`src/rtl/double_ended_queue_assert.svh`:
```
// Assertion macros used by the deque control, deq_ctrl.
// Define NO_ASSERTIONS to compile them out; no other dependencies.
`ifndef DOUBLE_ENDED_QUEUE_ASSERT_SVH
`define DOUBLE_ENDED_QUEUE_ASSERT_SVH

`ifndef NO_ASSERTIONS
`define DEQ_ASSERT_IMP(lbl, clk, rst_n, ante, cons, msg) \
    lbl: assert property (@(posedge clk) disable iff (!rst_n) (ante) |-> (cons)) \
        else $error(msg);
`define DEQ_ASSERT_NXT(lbl, clk, rst_n, ante, cons, msg) \
    lbl: assert property (@(posedge clk) disable iff (!rst_n) (ante) |=> (cons)) \
        else $error(msg);
`else
`define DEQ_ASSERT_IMP(lbl, clk, rst_n, ante, cons, msg)
`define DEQ_ASSERT_NXT(lbl, clk, rst_n, ante, cons, msg)
`endif

`endif

```
`src/rtl/deq_pkg.sv`:
```
// Deque package: command and status codes, value width, control struct.
// No dependencies.
package deq_pkg;

    localparam int VALUE_W = 32;

    typedef logic [2:0] cmd_t;
    typedef logic [1:0] status_t;

    localparam cmd_t CMD_PUSH_FRONT = 3'd0;
    localparam cmd_t CMD_PUSH_BACK  = 3'd1;
    localparam cmd_t CMD_POP_FRONT  = 3'd2;
    localparam cmd_t CMD_POP_BACK   = 3'd3;
    localparam cmd_t CMD_CLEAR      = 3'd4;

    localparam status_t STAT_OK    = 2'd0;
    localparam status_t STAT_FULL  = 2'd1;
    localparam status_t STAT_EMPTY = 2'd2;

    typedef struct packed {
        logic    load;
        logic    from_ram;
        status_t status;
    } rsp_ctl_t;

endpackage

```
`src/rtl/deq_ram.sv`:
```
// Entry store of the deque: one write port, one read port, registered read data.
// Depends on deq_pkg.
module deq_ram #(
    parameter int DEPTH  = 64,
    parameter int ADDR_W = $clog2(DEPTH)
) (
    input  logic                        clk,
    input  logic                        we,
    input  logic [ADDR_W-1:0]           waddr,
    input  logic [deq_pkg::VALUE_W-1:0] wdata,
    input  logic                        re,
    input  logic [ADDR_W-1:0]           raddr,
    output logic [deq_pkg::VALUE_W-1:0] rdata
);

    logic [deq_pkg::VALUE_W-1:0] mem [DEPTH];
    logic [deq_pkg::VALUE_W-1:0] rdata_reg;

    always_ff @(posedge clk)
    begin
        if (we)
        begin
            mem[waddr] <= wdata;
        end
        if (re)
        begin
            rdata_reg <= mem[raddr];
        end
    end

    assign rdata = rdata_reg;

endmodule

```
`src/rtl/deq_ctrl.sv`:
```
// Deque control: front pointer, element count, command decode, store access.
// Depends on deq_pkg and double_ended_queue_assert.svh.
`include "double_ended_queue_assert.svh"

module deq_ctrl #(
    parameter int DEPTH = 64,
    parameter int PTR_W = $clog2(DEPTH),
    parameter int CNT_W = $clog2(DEPTH + 1)
) (
    input  logic                        clk,
    input  logic                        rst_n,
    input  logic                        in_valid,
    output logic                        in_ready,
    input  deq_pkg::cmd_t               cmd,
    input  logic [deq_pkg::VALUE_W-1:0] push_value,
    input  logic                        out_free,
    output logic                        we,
    output logic [PTR_W-1:0]            waddr,
    output logic [deq_pkg::VALUE_W-1:0] wdata,
    output logic                        re,
    output logic [PTR_W-1:0]            raddr,
    output deq_pkg::rsp_ctl_t           rsp,
    output logic [CNT_W-1:0]            rsp_count
);

    localparam int SUM_W = PTR_W + 1;

    localparam logic S_IDLE = 1'b0;
    localparam logic S_READ = 1'b1;

    logic             state_reg, state_next;
    logic [PTR_W-1:0] front_reg, front_next;
    logic [CNT_W-1:0] count_reg, count_next;

    logic             accept;
    logic             full, empty;
    logic [PTR_W-1:0] front_dec, front_inc;
    logic [SUM_W-1:0] back_sum, last_sum;
    logic [PTR_W-1:0] back_slot, last_slot;

    assign in_ready = (state_reg == S_IDLE) && out_free;
    assign accept   = in_valid && in_ready;
    assign full     = (count_reg == CNT_W'(DEPTH));
    assign empty    = (count_reg == '0);

    assign front_dec = (front_reg == '0) ? PTR_W'(DEPTH - 1) : front_reg - PTR_W'(1);
    assign front_inc = (front_reg == PTR_W'(DEPTH - 1)) ? '0 : front_reg + PTR_W'(1);

    // ring offsets: front + count (next back slot), front + count - 1 (last entry)
    assign back_sum  = SUM_W'(front_reg) + SUM_W'(count_reg);
    assign last_sum  = back_sum - SUM_W'(1);
    assign back_slot = (back_sum >= SUM_W'(DEPTH)) ? PTR_W'(back_sum - SUM_W'(DEPTH))
                                                    : PTR_W'(back_sum);
    assign last_slot = (last_sum >= SUM_W'(DEPTH)) ? PTR_W'(last_sum - SUM_W'(DEPTH))
                                                    : PTR_W'(last_sum);

    always_comb
    begin
        state_next   = state_reg;
        front_next   = front_reg;
        count_next   = count_reg;
        we           = 1'b0;
        waddr        = front_reg;
        wdata        = push_value;
        re           = 1'b0;
        raddr        = front_reg;
        rsp.load     = 1'b0;
        rsp.from_ram = 1'b0;
        rsp.status   = deq_pkg::STAT_OK;
        rsp_count    = count_reg;

        if (state_reg == S_READ)
        begin
            // read data for the pending pop is valid this cycle
            rsp.load     = 1'b1;
            rsp.from_ram = 1'b1;
            state_next   = S_IDLE;
        end
        else if (accept)
        begin
            rsp.load = 1'b1;
            unique case (cmd)
                deq_pkg::CMD_PUSH_FRONT:
                begin
                    if (full)
                    begin
                        rsp.status = deq_pkg::STAT_FULL;
                    end
                    else
                    begin
                        we         = 1'b1;
                        waddr      = front_dec;
                        front_next = front_dec;
                        count_next = count_reg + CNT_W'(1);
                    end
                end
                deq_pkg::CMD_PUSH_BACK:
                begin
                    if (full)
                    begin
                        rsp.status = deq_pkg::STAT_FULL;
                    end
                    else
                    begin
                        we         = 1'b1;
                        waddr      = back_slot;
                        count_next = count_reg + CNT_W'(1);
                    end
                end
                deq_pkg::CMD_POP_FRONT:
                begin
                    if (empty)
                    begin
                        rsp.status = deq_pkg::STAT_EMPTY;
                    end
                    else
                    begin
                        re         = 1'b1;
                        raddr      = front_reg;
                        front_next = front_inc;
                        count_next = count_reg - CNT_W'(1);
                        rsp.load   = 1'b0;
                        state_next = S_READ;
                    end
                end
                deq_pkg::CMD_POP_BACK:
                begin
                    if (empty)
                    begin
                        rsp.status = deq_pkg::STAT_EMPTY;
                    end
                    else
                    begin
                        re         = 1'b1;
                        raddr      = last_slot;
                        count_next = count_reg - CNT_W'(1);
                        rsp.load   = 1'b0;
                        state_next = S_READ;
                    end
                end
                deq_pkg::CMD_CLEAR:
                begin
                    front_next = '0;
                    count_next = '0;
                end
                default:
                begin
                end
            endcase
            rsp_count = count_next;
        end
    end

    always_ff @(posedge clk or negedge rst_n)
    begin
        if (!rst_n)
        begin
            state_reg <= S_IDLE;
            front_reg <= '0;
            count_reg <= '0;
        end
        else
        begin
            state_reg <= state_next;
            front_reg <= front_next;
            count_reg <= count_next;
        end
    end

    `DEQ_ASSERT_IMP(a_count_bound, clk, rst_n, 1'b1, count_reg <= CNT_W'(DEPTH), "count above depth")
    `DEQ_ASSERT_IMP(a_front_bound, clk, rst_n, 1'b1, front_reg <= PTR_W'(DEPTH - 1), "front out of range")
    `DEQ_ASSERT_NXT(a_read_follow, clk, rst_n, re, state_reg == S_READ, "read without result cycle")
    `DEQ_ASSERT_IMP(a_read_stall, clk, rst_n, state_reg == S_READ, !in_ready && !we, "beat taken during read")
    `DEQ_ASSERT_NXT(a_pop_count, clk, rst_n, re, count_reg == $past(count_reg) - CNT_W'(1), "pop count slip")

endmodule

```
`src/rtl/double_ended_queue.sv`:
```
// Bounded deque of signed 32-bit values in a DEPTH-entry ring store.
// Push, clear, no-op and refused pops: one beat per cycle while the output register is free, result registered.
// Successful pops: the registered store read is returned in a result state (S_READ) that takes no new beat.
// Reset (rst_n, async, active low) empties the deque and the output register.
// Depends on deq_pkg, deq_ctrl, deq_ram.
module double_ended_queue #(
    parameter int DEPTH = 64
) (
    input  logic                               clk,
    input  logic                               rst_n,
    input  logic                               in_valid,
    output logic                               in_ready,
    input  logic [2:0]                         cmd,
    input  logic signed [deq_pkg::VALUE_W-1:0] push_value,
    output logic                               out_valid,
    input  logic                               out_ready,
    output logic signed [deq_pkg::VALUE_W-1:0] popped_value,
    output logic [1:0]                         status,
    output logic [$clog2(DEPTH + 1)-1:0]       element_count
);

    localparam int PTR_W = $clog2(DEPTH);
    localparam int CNT_W = $clog2(DEPTH + 1);

    logic                        we, re;
    logic [PTR_W-1:0]            waddr, raddr;
    logic [deq_pkg::VALUE_W-1:0] wdata, rdata;
    deq_pkg::rsp_ctl_t           rsp;
    logic [CNT_W-1:0]            rsp_count;
    logic                        out_free;

    logic                        out_valid_reg;
    logic [deq_pkg::VALUE_W-1:0] value_reg;
    deq_pkg::status_t            status_reg;
    logic [CNT_W-1:0]            count_out_reg;

    assign out_free = !out_valid_reg || out_ready;

    deq_ctrl #(
        .DEPTH(DEPTH),
        .PTR_W(PTR_W),
        .CNT_W(CNT_W)
    ) u_ctrl (
        .clk       (clk),
        .rst_n     (rst_n),
        .in_valid  (in_valid),
        .in_ready  (in_ready),
        .cmd       (cmd),
        .push_value(push_value),
        .out_free  (out_free),
        .we        (we),
        .waddr     (waddr),
        .wdata     (wdata),
        .re        (re),
        .raddr     (raddr),
        .rsp       (rsp),
        .rsp_count (rsp_count)
    );

    deq_ram #(
        .DEPTH (DEPTH),
        .ADDR_W(PTR_W)
    ) u_ram (
        .clk  (clk),
        .we   (we),
        .waddr(waddr),
        .wdata(wdata),
        .re   (re),
        .raddr(raddr),
        .rdata(rdata)
    );

    always_ff @(posedge clk or negedge rst_n)
    begin
        if (!rst_n)
        begin
            out_valid_reg <= 1'b0;
        end
        else if (rsp.load)
        begin
            out_valid_reg <= 1'b1;
        end
        else if (out_ready)
        begin
            out_valid_reg <= 1'b0;
        end
    end

    always_ff @(posedge clk)
    begin
        if (rsp.load)
        begin
            value_reg     <= rsp.from_ram ? rdata : '0;
            status_reg    <= rsp.status;
            count_out_reg <= rsp_count;
        end
    end

    assign out_valid     = out_valid_reg;
    assign popped_value  = $signed(value_reg);
    assign status        = status_reg;
    assign element_count = count_out_reg;

endmodule
```
`config.mk`:
```
export PLATFORM = sky130hd
export DESIGN_NAME = double_ended_queue
export DESIGN_NICKNAME = d
export VERILOG_FILES = /design/src/rtl/deq_pkg.sv /design/src/rtl/deq_ram.sv /design/src/rtl/deq_ctrl.sv /design/src/rtl/double_ended_queue.sv
export VERILOG_INCLUDE_DIRS = /design/src /design/src/rtl
export SDC_FILE = /design/constraint.sdc
export NUM_CORES = 2
export LEC_CHECK = 0
export BUFFER_PORTS_ARGS = -buffer_cell sky130_fd_sc_hd__buf_2
export CORE_MARGIN = 5
export CORE_UTILIZATION = 55
export CTS_CLUSTER_DIAMETER = 80
export DETAILED_ROUTE_END_ITERATION = 8
export PLACE_DENSITY = 0.71
export REMOVE_ABC_BUFFERS = 1
export SYNTH_ARGS = -nofsm -noshare
export SYNTH_HDL_FRONTEND = slang
export SYNTH_SLANG_ARGS = --single-unit
```
`constraint.sdc`:
```
create_clock -name clk -period 10.3 [get_ports clk]
set_input_delay 0.515 -clock clk [delete_from_list [all_inputs] [get_ports clk]]
set_output_delay 0.515 -clock clk [all_outputs]
set_load 0.05 [all_outputs]
```
==> flow_metrics.env <==
export IMPL_outcome="finished clean"
export IMPL_clock_root_buffer="sky130_fd_sc_hd__clkbuf_16"
export IMPL_synth_flop_cell="sky130_fd_sc_hd__edfxtp_1"
export IMPL_finalHoldViolCount=0
export IMPL_netlist_top_cells_count="sky130_fd_sc_hd__edfxtp_1, sky130_fd_sc_hd__nand2_1, sky130_fd_sc_hd__a21oi_1"
export IMPL_slew_viol_final=0
export IMPL_clkTransAtPathRegs_ns=0.06
export IMPL_synth_top_family_by_area="compound AO/OA/AOI/OAI gates"
export IMPL_placedCellCount=7898
export IMPL_post_route_cells_drive_above_1_share_pct=9.65
export IMPL_syn_instance_count=6051
export IMPL_clock_sink_count=2136
export IMPL_final_instance_count_excl_fill=8274
export IMPL_finalCritPeriodShare_pct=56.8
export IMPL_leakage_nw=31.2
export IMPL_placementRows=143
export IMPL_post_synth_mux_area_share_pct=0.100
export IMPL_route_antenna_remaining_nets=0
export IMPL_timing_clock_skew_ns=0.0500
export IMPL_ctsLongestPathBuffers=3
export IMPL_synth_top_cells_by_area="sky130_fd_sc_hd__edfxtp_1, sky130_fd_sc_hd__nand2_1, sky130_fd_sc_hd__a21oi_1"
export IMPL_synthSimpleGateAreaFrac_pct=10.0
export IMPL_remaining_drc_errors=0
export IMPL_cts_htree_levels=4
export IMPL_worst_slew_pin_slew_ns=1.32
export IMPL_synth_top_cell_area_share_pct=76.2
export IMPL_largest_register_ffs=2048
export IMPL_final_fill_count=10900
export IMPL_grt_start_max_net_pins=167
export IMPL_cts_inserted_buffers=201
export IMPL_wl_per_cell_um=30.2
export IMPL_ys_warnings_count=0
export IMPL_yosys_cell_count_top_type="sky130_fd_sc_hd__edfxtp_1"
export IMPL_synth_seq_cells=2136
export IMPL_grt_first_pass_wirelength_um=356000
export IMPL_min_delay_path_class="input pin to flip-flop"
export IMPL_grt_antenna_before_repair=17
export IMPL_count_of_flip_flops_with_a_built_in_enable_after_synthesis=2121
export IMPL_worst_endpoint_required_ns=11.02
export IMPL_final_seq_area_um2=64100
export IMPL_overflow=0
export IMPL_die_h_um=400
export IMPL_pin_count=82
export IMPL_final_nets=6124
export IMPL_max_cap_violations=0
export IMPL_synth_avg_cell_area_um2=13.8
export IMPL_timing_max_slew_rel_slack_pct=12.3
export IMPL_maxClockFrequency_mhz=171
export IMPL_utilization_pct=61.5
export IMPL_crit_path_max_fanout=51
export IMPL_num_vias=54400
export IMPL_post_synth_xor_area_fraction_pct=0.127
export IMPL_clock_tree_from_tritoncts="done"
export IMPL_finalWorstPathRequiredPeriod_ns=5.85
export IMPL_synth_largest_area_cell="sky130_fd_sc_hd__edfxtp_1"
export IMPL_place_hpwl_um=134000
export IMPL_io_buffers=81
export IMPL_firstDrtPassIters=6
export IMPL_synth_compound_area_share_pct=10.8
export IMPL_floorplan_initialDensity_pct=55.1
export IMPL_drt_total_wl_um=250000
export IMPL_power_per_cell_area_nw_per_um2=281
export IMPL_post_cts_setup_buffers=0
export IMPL_netlist_area_um2=83600
export IMPL_floorplan_die_area_um2=160000
export IMPL_clk_latency_ns=0.86
export IMPL_dr_first_iter_drc_count=8755
export IMPL_area_delta_synth_final_pct=11.5
export IMPL_area_of_the_placeable_core_um2=152000
export IMPL_startpoint_type="flip-flop"
export IMPL_timing_critical_path_to_type="flip-flop"
export IMPL_yosys_area_share_adder_pct=0.189
export IMPL_multi_input_comb_area_um2=18400
export IMPL_gp_congestion=0.904
export IMPL_track_usage_pct=30.9
export IMPL_synth_cell_type_count=61
export IMPL_setup_viol_count_final=0
export IMPL_viasPerCell=6.57
export IMPL_ir_worst_vdd_mv=0.306
export IMPL_timing_critical_path_arrival_ns=6.57
export IMPL_via_count_of_the_first_global_routing_pass=50900
export IMPL_synth_async_sr_flop_share_pct=0.702
export IMPL_worst_setup_path_type="flip-flop to flip-flop"
export IMPL_grt_setup_unrepaired="false"
export IMPL_proportion_of_synthesized_chip_area_in_sequential_cells_pct=76.7
export IMPL_die_width_um=400
==> per-stage QoR <==
step,setup slack [ns],setup TNS [ns],total power [W],cell area [um2],hold slack (ns)
after global routing,4.31,0,0.0270,93200,0.107
after global placement,4.81,0,0.0187,86800,0.445
after detailed placement,4.67,0,0.0188,86800,0.449
after CTS,4.61,0,0.0259,93200,0.0377
after floorplan,-24.51,-780.33,0.0166,81900,0.219
final,4.45,0,0.0262,93200,0.111
==> routing by layer <==
layer | part of all wire [%] | vias to the layer above | wire length, um | GRT usage [%]
li1 | - | 22900 | - | -
met1 | 35 | 26700 | 87700 | 41.0
met2 | 45 | 4024 | 112000 | 46.2
met3 | 14 | 721 | 35000 | 9.21
met4 | 6.3 | 6 | 15900 | 17.0
met5 | 0.017 | - | 42 | 0
==> timing repair <==
action / CTS / global route
endpoints found under the hold margin: 16 / 0
hold buffers: 2 / 0
setup endpoints to repair: 0 / 0
resized for setup: 0 / 0
==> logic make-up (layout without fill, tap and decap cells) <==
group,count (synthesis),in the layout
compound gates,1409,1409
xor+xnor,9,9
fa+ha+maj,12,12
buf+inv,429,616
flops,2136,2136
mux,8,8
other cells,0,6
simple gates,2048,2048
==> where the power goes <==
group          internal [W]  switching (W)
Sequential          0.00976       0.000144
Clock               0.00404        0.00318
Combinational       0.00240        0.00664
==> layout by cell type (no fill, tap or decap), types with 15 or more instances in the layout <==
cell / n
sky130_fd_sc_hd__nor2_1: 34
sky130_fd_sc_hd__o21ai_0: 24
sky130_fd_sc_hd__buf_2: 81
sky130_fd_sc_hd__a32oi_1: 170
sky130_fd_sc_hd__a21oi_1: 685
sky130_fd_sc_hd__nand2_1: 1563
sky130_fd_sc_hd__a31oi_1: 130
sky130_fd_sc_hd__edfxtp_1: 2121
sky130_fd_sc_hd__a22oi_1: 323
sky130_fd_sc_hd__a2111o_1: 33
sky130_fd_sc_hd__clkinv_2: 37
sky130_fd_sc_hd__clkbuf_16: 205
sky130_fd_sc_hd__clkbuf_1: 27
sky130_fd_sc_hd__nand4_1: 26
sky130_fd_sc_hd__clkinv_1: 64
sky130_fd_sc_hd__buf_12: 16
sky130_fd_sc_hd__buf_4: 138
sky130_fd_sc_hd__nor2_4: 36
sky130_fd_sc_hd__and2_1: 33
sky130_fd_sc_hd__dfrtp_1: 15
sky130_fd_sc_hd__nand3_1: 267
sky130_fd_sc_hd__bufinv_16: 16
sky130_fd_sc_hd__nor3_2: 30
==> path summary, 6_finish.rpt <==
kind                                     startpoint                  end  slack (ns)  cells past startpoint
worst min-delay path                         cmd[2]  u_ctrl.count_reg[6]        0.11                      2
max in group asynchronous                     rst_n  u_ctrl.front_reg[4]        9.88                      2
worst min register to register            out_valid            out_valid        0.58                      2
worst max-delay path            u_ctrl.front_reg[1]      u_ram.rdata[18]        4.45                     14
worst max register to register  u_ctrl.front_reg[1]      u_ram.rdata[18]        4.45                     14
min in group asynchronous                     rst_n     u_ctrl.state_reg        0.13                      2
==> worst max-delay path, stage by stage (launching register included) <==
cell	delay, ns
sky130_fd_sc_hd__dfrtp_1	0.64
sky130_fd_sc_hd__inv_1	0.29
sky130_fd_sc_hd__fa_1	0.52
sky130_fd_sc_hd__xnor2_1	0.19
sky130_fd_sc_hd__nor3b_1	0.39
sky130_fd_sc_hd__nor4_2	0.12
sky130_fd_sc_hd__a221oi_4	0.21
sky130_fd_sc_hd__buf_4	0.53
sky130_fd_sc_hd__nor3b_2	0.27
sky130_fd_sc_hd__buf_4	0.56
sky130_fd_sc_hd__buf_4	0.59
sky130_fd_sc_hd__buf_4	0.64
sky130_fd_sc_hd__a22oi_1	0.24
sky130_fd_sc_hd__a21oi_1	0.22
sky130_fd_sc_hd__a2111o_1	0.14
==> cell type report <==
| class | count | area share (%) |
|---|---|---|
| Sequential cell | 2136 | 68.7 |
| Multi-Input combinational cell | 3486 | 19.7 |
| Clock buffer | 232 | 5.61 |
| Tap cell | 2030 | 2.73 |
| Timing Repair Buffer | 237 | 1.91 |
| Clock inverter | 136 | 1.25 |
| Inverter | 11 | 0.0443 |
| Antenna cell | 6 | 0.0161 |
No activity file was read; power rests on OpenSTA's default activity.
